$ cat config.mk
export PLATFORM = sky130hd
export DESIGN_NAME = four_level_page_table_walker_core
export DESIGN_NICKNAME = d
export VERILOG_FILES = /design/src/fltpw_pkg.sv /design/src/four_level_page_table_walker_core.sv
export SDC_FILE = /design/constraint.sdc
export NUM_CORES = 1
export LEC_CHECK = 0
export ABC_AREA = 1
export BUFFER_PORTS_ARGS = -buffer_cell sky130_fd_sc_hd__buf_2
export CORE_MARGIN = 2
export CORE_UTILIZATION = 50
export CTS_CLUSTER_SIZE = 8
export DETAILED_ROUTE_END_ITERATION = 12
export HOLD_SLACK_MARGIN = 0.08
export PLACE_DENSITY_LB_ADDON = 0.08
export RECOVER_POWER = 100
export REMOVE_ABC_BUFFERS = 1
export SKIP_LAST_GASP = 1
export SYNTH_ARGS = -nofsm -noshare
export SYNTH_HDL_FRONTEND = slang
export SYNTH_SLANG_ARGS = --single-unit
$ cat constraint.sdc
create_clock -name clk -period 5.25 [get_ports clk]
set_input_delay 1.3125 -clock clk [delete_from_list [all_inputs] [get_ports clk]]
set_output_delay 1.3125 -clock clk [all_outputs]
set_load 0.03 [all_outputs]
$ cat src/fltpw_pkg.sv
package fltpw_pkg;

	localparam int VaWidth   = 48;
	localparam int DataWidth = 64;
	localparam int PaWidth   = 63;
	localparam int KindWidth = 2;
	localparam int LvlWidth  = 3;

	typedef logic [KindWidth-1:0] kind_t;
	typedef logic [LvlWidth-1:0]  level_t;

	localparam kind_t KIND_READ  = 2'd0;
	localparam kind_t KIND_DONE  = 2'd1;
	localparam kind_t KIND_ERROR = 2'd2;

	localparam level_t LVL_IDLE = 3'd0;
	localparam level_t LVL_PML4 = 3'd1;
	localparam level_t LVL_PDPT = 3'd2;
	localparam level_t LVL_PD   = 3'd3;
	localparam level_t LVL_PT   = 3'd4;

	localparam int PsBit = 7;

endpackage

$ cat src/four_level_page_table_walker_core.sv
// throughput: one word per cycle unless out_ready stalls the output; each accepted word goes into
// the input register, then single-pass walk logic into the output register, with walk state
// updated as each word leaves the input register
// reset: arst_n low clears both valid flags, the walk level, the saved address and
// table_base at once
module four_level_page_table_walker_core (
	input  logic                                clk,
	input  logic                                arst_n,
	input  logic                                in_valid,
	output logic                                in_ready,
	input  logic                                action,
	input  logic [fltpw_pkg::VaWidth-1:0]       virt_addr,
	input  logic [fltpw_pkg::DataWidth-1:0]     read_data,
	output logic                                out_valid,
	input  logic                                out_ready,
	output fltpw_pkg::kind_t                    result_kind,
	output logic [fltpw_pkg::DataWidth-1:0]     mem_addr,
	output logic [fltpw_pkg::PaWidth-1:0]       phys_addr,
	output logic                                large_page,
	input  logic                                cfg_valid,
	output logic                                cfg_ready,
	input  logic [fltpw_pkg::DataWidth-1:0]     table_base
);
	import fltpw_pkg::*;

	logic                 valid_s1;
	logic                 action_s1;
	logic [VaWidth-1:0]   va_s1;
	logic [DataWidth-1:0] data_s1;

	logic [DataWidth-1:0] table_base_q;
	level_t               walk_level_q;
	logic [VaWidth-1:0]   saved_virtual_q;

	logic                 advance;
	logic                 busy;
	level_t               level_d;
	logic [VaWidth-1:0]   saved_d;
	kind_t                kind_d;
	logic [DataWidth-1:0] mem_d;
	logic [PaWidth-1:0]   phys_d;
	logic                 large_d;

	assign advance   = !out_valid || out_ready;
	assign in_ready  = !valid_s1 || advance;
	assign cfg_ready = 1'b1;
	assign busy      = walk_level_q inside {[LVL_PML4:LVL_PT]};

	always_ff @(posedge clk or negedge arst_n) begin
		if (!arst_n) begin
			valid_s1 <= 1'b0;
		end else if (in_ready) begin
			valid_s1 <= in_valid;
		end
	end

	always_ff @(posedge clk) begin
		if (in_valid && in_ready) begin
			action_s1 <= action;
			va_s1     <= virt_addr;
			data_s1   <= read_data;
		end
	end

	always_ff @(posedge clk or negedge arst_n) begin
		if (!arst_n) begin
			table_base_q <= '0;
		end else if (cfg_valid) begin
			table_base_q <= table_base;
		end
	end

	always_comb begin
		level_d = walk_level_q;
		saved_d = saved_virtual_q;
		kind_d  = KIND_ERROR;
		mem_d   = '0;
		phys_d  = '0;
		large_d = 1'b0;
		if (!action_s1) begin
			if (!busy) begin
				saved_d = va_s1;
				level_d = LVL_PML4;
				kind_d  = KIND_READ;
				mem_d   = {table_base_q[63:12], va_s1[47:39], 3'b000};
			end
		end else if (busy) begin
			case (walk_level_q)
				LVL_PML4: begin
					level_d = LVL_PDPT;
					kind_d  = KIND_READ;
					mem_d   = {1'b0, data_s1[62:12], saved_virtual_q[38:30], 3'b000};
				end
				LVL_PDPT: begin
					level_d = LVL_PD;
					kind_d  = KIND_READ;
					mem_d   = {1'b0, data_s1[62:12], saved_virtual_q[29:21], 3'b000};
				end
				LVL_PD: begin
					if (data_s1[PsBit]) begin
						level_d = LVL_IDLE;
						kind_d  = KIND_DONE;
						phys_d  = {data_s1[62:21], saved_virtual_q[20:0]};
						large_d = 1'b1;
					end else begin
						level_d = LVL_PT;
						kind_d  = KIND_READ;
						mem_d   = {1'b0, data_s1[62:12], saved_virtual_q[20:12], 3'b000};
					end
				end
				default: begin
					level_d = LVL_IDLE;
					kind_d  = KIND_DONE;
					phys_d  = {data_s1[62:12], saved_virtual_q[11:0]};
				end
			endcase
		end
	end

	always_ff @(posedge clk or negedge arst_n) begin
		if (!arst_n) begin
			walk_level_q    <= LVL_IDLE;
			saved_virtual_q <= '0;
			out_valid       <= 1'b0;
		end else if (advance) begin
			out_valid <= valid_s1;
			if (valid_s1) begin
				walk_level_q    <= level_d;
				saved_virtual_q <= saved_d;
			end
		end
	end

	always_ff @(posedge clk) begin
		if (advance && valid_s1) begin
			result_kind <= kind_d;
			mem_addr    <= mem_d;
			phys_addr   <= phys_d;
			large_page  <= large_d;
		end
	end

endmodule

Yosys cells after proc, flatten, opt, wreduce, memory -nomap -nowiden
Index checks and enable logic that the tools add are counted.
Widths: inputs -> output; s select.
{"block": "totals", "ff_bits": 350, "in_bits": 182, "out_inout_bits": 133, "elab_cells": 51}
{"block": "op_classes", "magnitude_cmp": 2, "n_eq_ne": 5, "n_mux": 18, "bitwise": 2, "n_reduce_logical": 12}
{"op": "$mux 63", "n": 3}
{"op": "$pmux 63 s3", "n": 1}
{"op": "$mux 64", "n": 2}
{"op": "$pmux 63 s2", "n": 1}
{"op": "$mux 3", "n": 4}
{"op": "$pmux 3 s3", "n": 1}
{"op": "$reduce_and 4->1", "n": 2}
{"op": "$eq 3x2->1 const B", "n": 2}
{"op": "$mux 2", "n": 3}
{"op": "$eq 3x1->1 const B", "n": 1}
{"op": "$ge 3x1->1 const B", "n": 1}
{"op": "$le 3x3->1 const B", "n": 1}
{"op": "$logic_and 1x1->1", "n": 3}
{"op": "$reduce_and 3->1", "n": 1}
{"op": "$logic_not 1->1", "n": 2}
{"op": "$logic_or 1x1->1", "n": 2}
{"op": "$mux 1", "n": 2}
{"op": "$ne 2x1->1 const B", "n": 1}
{"op": "$ne 2x2->1 const B", "n": 1}
{"op": "$not 1->1", "n": 2}
{"op": "$pmux 1 s2", "n": 1}
{"op": "$reduce_and 2->1", "n": 1}
{"op": "$reduce_or 2->1", "n": 1}

Depth between registers and ports, before layout
{"block": "depth", "word_depth": 5, "mapped_depth": 13, "mapped_depth_nobuf": 11}

Worst setup path after synthesis
Ideal clock, no wire load.
{"block": "synth_path", "path_kind": "input-to-reg", "startpoint": "in out_ready", "endpoint": "reg large_page, enable pin", "setup_time_ns": 0.542, "arrival_ns": 5.213, "required_time_ns": 4.708, "setup_slack_ns": -0.505, "stages": 5, "path_buffers": 1, "cell_sequence": "inv_1 nand2_1 nand2_1 inv_2 clkbuf_1"}
{"block": "synth_via", "elab_chain_cells": 2}
{"item": "start: declaration", "line": "four_level_page_table_walker_core.sv:15", "source": "input logic out_ready,"}
{"item": "$logic_or 1x1->1", "line": "four_level_page_table_walker_core.sv:44", "source": "assign advance = !out_valid || out_ready;"}
{"item": "$logic_and 1x1->1", "line": "four_level_page_table_walker_core.sv:135", "source": "if (advance && valid_s1) begin"}
{"item": "end signal: assignment", "line": "four_level_page_table_walker_core.sv:139", "source": "large_page <= large_d;"}
{"item": "end: declaration", "line": "four_level_page_table_walker_core.sv:19", "source": "output logic large_page,"}
No other way between the ends.
A chain may end at the register's enable or synchronous reset.

Worst setup path in the final report
{"block": "layout_path", "startpoint": "reg walk_level_q[0]", "endpoint": "reg saved_virtual_q[29]"}
{"block": "layout_via", "elab_chain_cells": 4, "elab_cells_between_ends": 5, "classes_between": "order compare (2); bitwise (1); reduce/logical (2)"}
{"item": "start: declaration", "line": "four_level_page_table_walker_core.sv:32", "source": "level_t walk_level_q;"}
{"item": "start signal: assignment", "line": "four_level_page_table_walker_core.sv:128", "source": "walk_level_q <= level_d;"}
{"item": "$ge 3x1->1 or $le 3x3->1 (tied branches)", "line": "four_level_page_table_walker_core.sv:47", "source": "assign busy = walk_level_q inside {[LVL_PML4:LVL_PT]};"}
{"item": "$logic_and 1x1->1 (*)", "line": "four_level_page_table_walker_core.sv:47"}
{"item": "$not 1->1 (no source line) (*)"}
{"item": "$reduce_and 4->1 (no source line) (*)"}
{"item": "end signal: assignment", "line": "four_level_page_table_walker_core.sv:129", "source": "saved_virtual_q <= saved_d;"}
{"item": "end: declaration", "line": "four_level_page_table_walker_core.sv:33", "source": "logic [VaWidth-1:0] saved_virtual_q;"}
Every way passes the cells marked *; elsewhere a longest branch is shown, timed or not.

==> results.sh <==
export IMPL_run_status="finished, violations left"
export IMPL_violations="max-capacitance violations, max-slew violations"
export IMPL_vias=8660
export IMPL_worst_slew_margin_rel=-0.581
export IMPL_min_path_type="reg -> reg"
export IMPL_post_route_cells_drive_above_1_share=0.201
export IMPL_crit_path_max_fo=61
export IMPL_cts_root_buf="sky130_fd_sc_hd__clkbuf_16"
export IMPL_finalMaxSlewViolations=259
export IMPL_grt_util_met2=0.372
export IMPL_ys_ff_latch=324
export IMPL_arrival_ps=4500
export IMPL_syn_avg_cell_area_sq_um=12.5
export IMPL_p_clk_frac=0.328
export IMPL_grt_pass1_wl_mm=46.6
export IMPL_drv_cap=5
export IMPL_synth_edf_count=228
export IMPL_grtUsageTotal=0.226
export IMPL_distinct_cell_type_count_of_the_synthesized_netlist=28
export IMPL_synthesis_yosys_warnings=0
export IMPL_internal_power_uw=5570
export IMPL_nets=1496
export IMPL_busiest_layer="met2"
export IMPL_synthesis_to_finish_area_growth_pct=21.1
export IMPL_rsz_0062_raised_after_global_routing="no"
export IMPL_timing_fmax_ghz=0.247
export IMPL_number_of_buffers_inserted_by_port_buffering=286
export IMPL_post_cts_resized_instances=0
export IMPL_swShare=0.339
export IMPL_worst_setup_hold_path_clk_slew_ps=50
export IMPL_placedCellCount=1594
export IMPL_viasPerCell=5.15
export IMPL_grt_pass1_vias=8526
export IMPL_groute_layer_met1_usage=0.302
export IMPL_ant_nets=0
export IMPL_postCtsSetupRepairBufs=0
export IMPL_remaining_drc_errors=0
export IMPL_dpl_instance_area_sq_um=14600
export IMPL_worst_setup_sp_type="flip-flop"
export IMPL_setup_tns_final_ps=0
export IMPL_setup_viol=0
export IMPL_clock_tree_buf_depth=3
export IMPL_synth_main_ff_cell="sky130_fd_sc_hd__edfxtp_1"
export IMPL_numClockSinks=324
export IMPL_grt_overflow=0
export IMPL_cts_max_level=2
export IMPL_critPathCaptureType="flip-flop"
export IMPL_layout_min_cycle_time_ps=4050
export IMPL_drt_iter0_markers=759
export IMPL_routed_wirelength_mm=31.1
export IMPL_p_comb_frac=0.244
export IMPL_sequentialPowerShare=0.428
export IMPL_cts_stage_hold_buffer_count=0
export IMPL_worstPathRequired_ps=5700
export IMPL_syn_instance_count=1035
export IMPL_min_period_over_period=0.772
export IMPL_core_region_area_sq_um=25300
export IMPL_die_w_microns=165
export IMPL_drt_pass1_iterations=5
export IMPL_grt_max_degree=86
export IMPL_netSwitchingPower_uw=2860
export IMPL_holdWs_ps=465
export IMPL_design_die_area_sq_um=27300
export IMPL_power_per_cell_area_nw_per_um2=536
export IMPL_globalplace_congestion=0.792
export IMPL_detail_route_wl_per_cell_microns=18.5
export IMPL_die_height_microns=165
export IMPL_detailed_place_hpwl_mm=18.2
export IMPL_io_pins=315
export IMPL_tritoncts="yes"
export IMPL_synth_cell_area_sq_um=13000
export IMPL_gr_usage_met3=0.0395
export IMPL_placementRows=58
export IMPL_seq_area_frac_synth=0.712
export IMPL_finalClockSkew_ps=16.8
export IMPL_antenna_found_initial=5
export IMPL_final_hold_viol_count=0
export IMPL_async_set_or_reset_flop_fraction_in_the_synthesized_netlist=0.296
export IMPL_worst_setup_path_type="reg -> reg"
export IMPL_layout_cells_non_filler=1682
export IMPL_power_static_leakage_uw=0.00652
export IMPL_max_vdd_ir_drop_mv=0.323
export IMPL_tightest_slew_ps=2370
export IMPL_clock_insertion_delay_worst_skew_ps=520
export IMPL_cts_buffers_inserted=46
export IMPL_start_util=0.513
export IMPL_fin_area_sq_um=15700
==> cells in the mapped netlist, types with 2 or more instances <==
| cell type | number | share of area |
|---|---|---|
| sky130_fd_sc_hd__ha_1 | 2 | 0.0019 |
| sky130_fd_sc_hd__inv_1 | 72 | 0.021 |
| sky130_fd_sc_hd__clkbuf_1 | 23 | 0.0066 |
| sky130_fd_sc_hd__nand2_2 | 2 | 0.00096 |
| sky130_fd_sc_hd__dfrtp_1 | 96 | 0.18 |
| sky130_fd_sc_hd__nand3_1 | 130 | 0.050 |
| sky130_fd_sc_hd__buf_2 | 24 | 0.0092 |
| sky130_fd_sc_hd__clkbuf_2 | 5 | 0.0019 |
| sky130_fd_sc_hd__buf_1 | 3 | 0.00087 |
| sky130_fd_sc_hd__inv_2 | 3 | 0.00087 |
| sky130_fd_sc_hd__o21ai_1 | 50 | 0.019 |
| sky130_fd_sc_hd__nand3b_1 | 51 | 0.029 |
| sky130_fd_sc_hd__o21ai_0 | 6 | 0.0023 |
| sky130_fd_sc_hd__nor2_1 | 58 | 0.017 |
| sky130_fd_sc_hd__nand4_1 | 8 | 0.0039 |
| sky130_fd_sc_hd__o21ai_2 | 2 | 0.0013 |
| sky130_fd_sc_hd__buf_6 | 7 | 0.0061 |
| sky130_fd_sc_hd__edfxtp_1 | 228 | 0.53 |
| sky130_fd_sc_hd__nand2_4 | 4 | 0.0035 |
| sky130_fd_sc_hd__clkinv_1 | 2 | 0.00058 |
| sky130_fd_sc_hd__nand2_1 | 187 | 0.054 |
| sky130_fd_sc_hd__buf_4 | 7 | 0.0040 |
| sky130_fd_sc_hd__nor2_2 | 8 | 0.0039 |
| sky130_fd_sc_hd__conb_1 | 2 | 0.00058 |
| sky130_fd_sc_hd__mux2_2 | 52 | 0.045 |
==> flip-flops by register name, summed over array words and instances (netlist names) <==
| signal | count |
|---|---|
| action_s1 | 1 |
| data_s1 | 52 |
| large_page | 1 |
| mem_addr | 61 |
| out_valid | 1 |
| phys_addr | 63 |
| result_kind | 2 |
| saved_virtual_q | 39 |
| table_base_q | 52 |
| va_s1 | 48 |
| valid_s1 | 1 |
| walk_level_q | 3 |
==> placed cells by master (no fill, tap or decap), types with 2 or more instances in the layout <==
| master | n |
|---|---|
| sky130_fd_sc_hd__nor2_1 | 63 |
| sky130_fd_sc_hd__mux2_2 | 52 |
| sky130_fd_sc_hd__conb_1 | 4 |
| sky130_fd_sc_hd__nand2_1 | 188 |
| sky130_fd_sc_hd__ha_1 | 2 |
| sky130_fd_sc_hd__o21ai_0 | 56 |
| sky130_fd_sc_hd__o21ai_2 | 2 |
| sky130_fd_sc_hd__clkbuf_16 | 50 |
| sky130_fd_sc_hd__inv_1 | 71 |
| sky130_fd_sc_hd__clkbuf_2 | 2 |
| sky130_fd_sc_hd__diode_2 | 6 |
| sky130_fd_sc_hd__nand2_4 | 3 |
| sky130_fd_sc_hd__buf_4 | 4 |
| sky130_fd_sc_hd__edfxtp_1 | 228 |
| sky130_fd_sc_hd__inv_2 | 2 |
| sky130_fd_sc_hd__nand2_2 | 2 |
| sky130_fd_sc_hd__buf_2 | 144 |
| sky130_fd_sc_hd__nand3_1 | 130 |
| sky130_fd_sc_hd__clkbuf_1 | 177 |
| sky130_fd_sc_hd__nand3b_1 | 51 |
| sky130_fd_sc_hd__dfrtp_1 | 96 |
| sky130_fd_sc_hd__nand4_1 | 8 |
| sky130_fd_sc_hd__nor2_2 | 3 |
| sky130_fd_sc_hd__clkinv_1 | 2 |
==> metrics by stage <==
step                      setup WS, ps  utilization  total power (uW)
after global placement            1810        0.575              5780
after CTS                         1770        0.629              8600
after global routing               922        0.621              8850
final                             1200        0.621              8430
after floorplan                    471            -              5010
after detailed placement          1790        0.575              5820
==> cell families after synthesis <==
family / Yosys count / share of synthesized area
adder cells (fa/ha/maj): 2 / 0.00193
multiplexers: 52 / 0.0451
flip-flops: 324 / 0.712
AND/OR/NAND/NOR: 450 / 0.165
AO/OA/AOI/OAI: 59 / 0.0242
other: 2 / 0.000578
buffers and inverters: 146 / 0.0511
==> power by group through the flow <==
| stage | sequential, uW | combinational (uW) | clock, uW |
|---|---|---|---|
| after floorplan | 4040 | 969 | 0 |
| after global routing | 3660 | 2260 | 2930 |
| after CTS | 3590 | 2190 | 2820 |
| after detailed placement | 3640 | 2180 | 0 |
| after global placement | 3630 | 2150 | 0 |
| final | 3610 | 2050 | 2760 |
==> layout make-up <==
class / count / area (sq um)
Fill cell: 2072 / 9600
Sequential cell: 324 / 9250
Multi-Input combinational cell: 567 / 3060
Clock buffer: 82 / 1370
Timing Repair Buffer: 296 / 1330
Tap cell: 330 / 413
Inverter: 77 / 297
Antenna cell: 6 / 15.0
==> worst max-delay path, cell delays in order, from the launching register on <==
cell	delay, ps
sky130_fd_sc_hd__dfrtp_1	840
sky130_fd_sc_hd__nor2_8	110
sky130_fd_sc_hd__nand2_4	550
sky130_fd_sc_hd__nand2_1	160
sky130_fd_sc_hd__clkbuf_2	900
sky130_fd_sc_hd__ha_1	580
sky130_fd_sc_hd__nand2_1	230
sky130_fd_sc_hd__buf_4	390
sky130_fd_sc_hd__nand2_1	100
sky130_fd_sc_hd__nand2_1	80
==> per-layer routing <==
layer	up-vias	wire, microns
met5	-	0
met4	0	747
met3	54	2310
met2	355	15000
met1	4135	13000
li1	4116	-
==> final timing paths <==
| kind | start | endpoint | slack (ps) | depth (start not counted) |
|---|---|---|---|---|
| max in group asynchronous | arst_n | table_base_q[36]$_DFFE_PN0P_ | 1790 | 2 |
| worst min-delay path | va_s1[15]$_DFFE_PP_ | saved_virtual_q[15]$_DFFE_PN0P_ | 460 | 2 |
| worst max-delay path | walk_level_q[0]$_DFFE_PN0P_ | saved_virtual_q[29]$_DFFE_PN0P_ | 1200 | 9 |
| min in group asynchronous | arst_n | saved_virtual_q[14]$_DFFE_PN0P_ | 1370 | 1 |
| worst max register to register | walk_level_q[0]$_DFFE_PN0P_ | saved_virtual_q[29]$_DFFE_PN0P_ | 1200 | 9 |
| worst min register to register | va_s1[15]$_DFFE_PP_ | saved_virtual_q[15]$_DFFE_PN0P_ | 460 | 2 |
No activity file was read; power rests on OpenSTA's default activity.
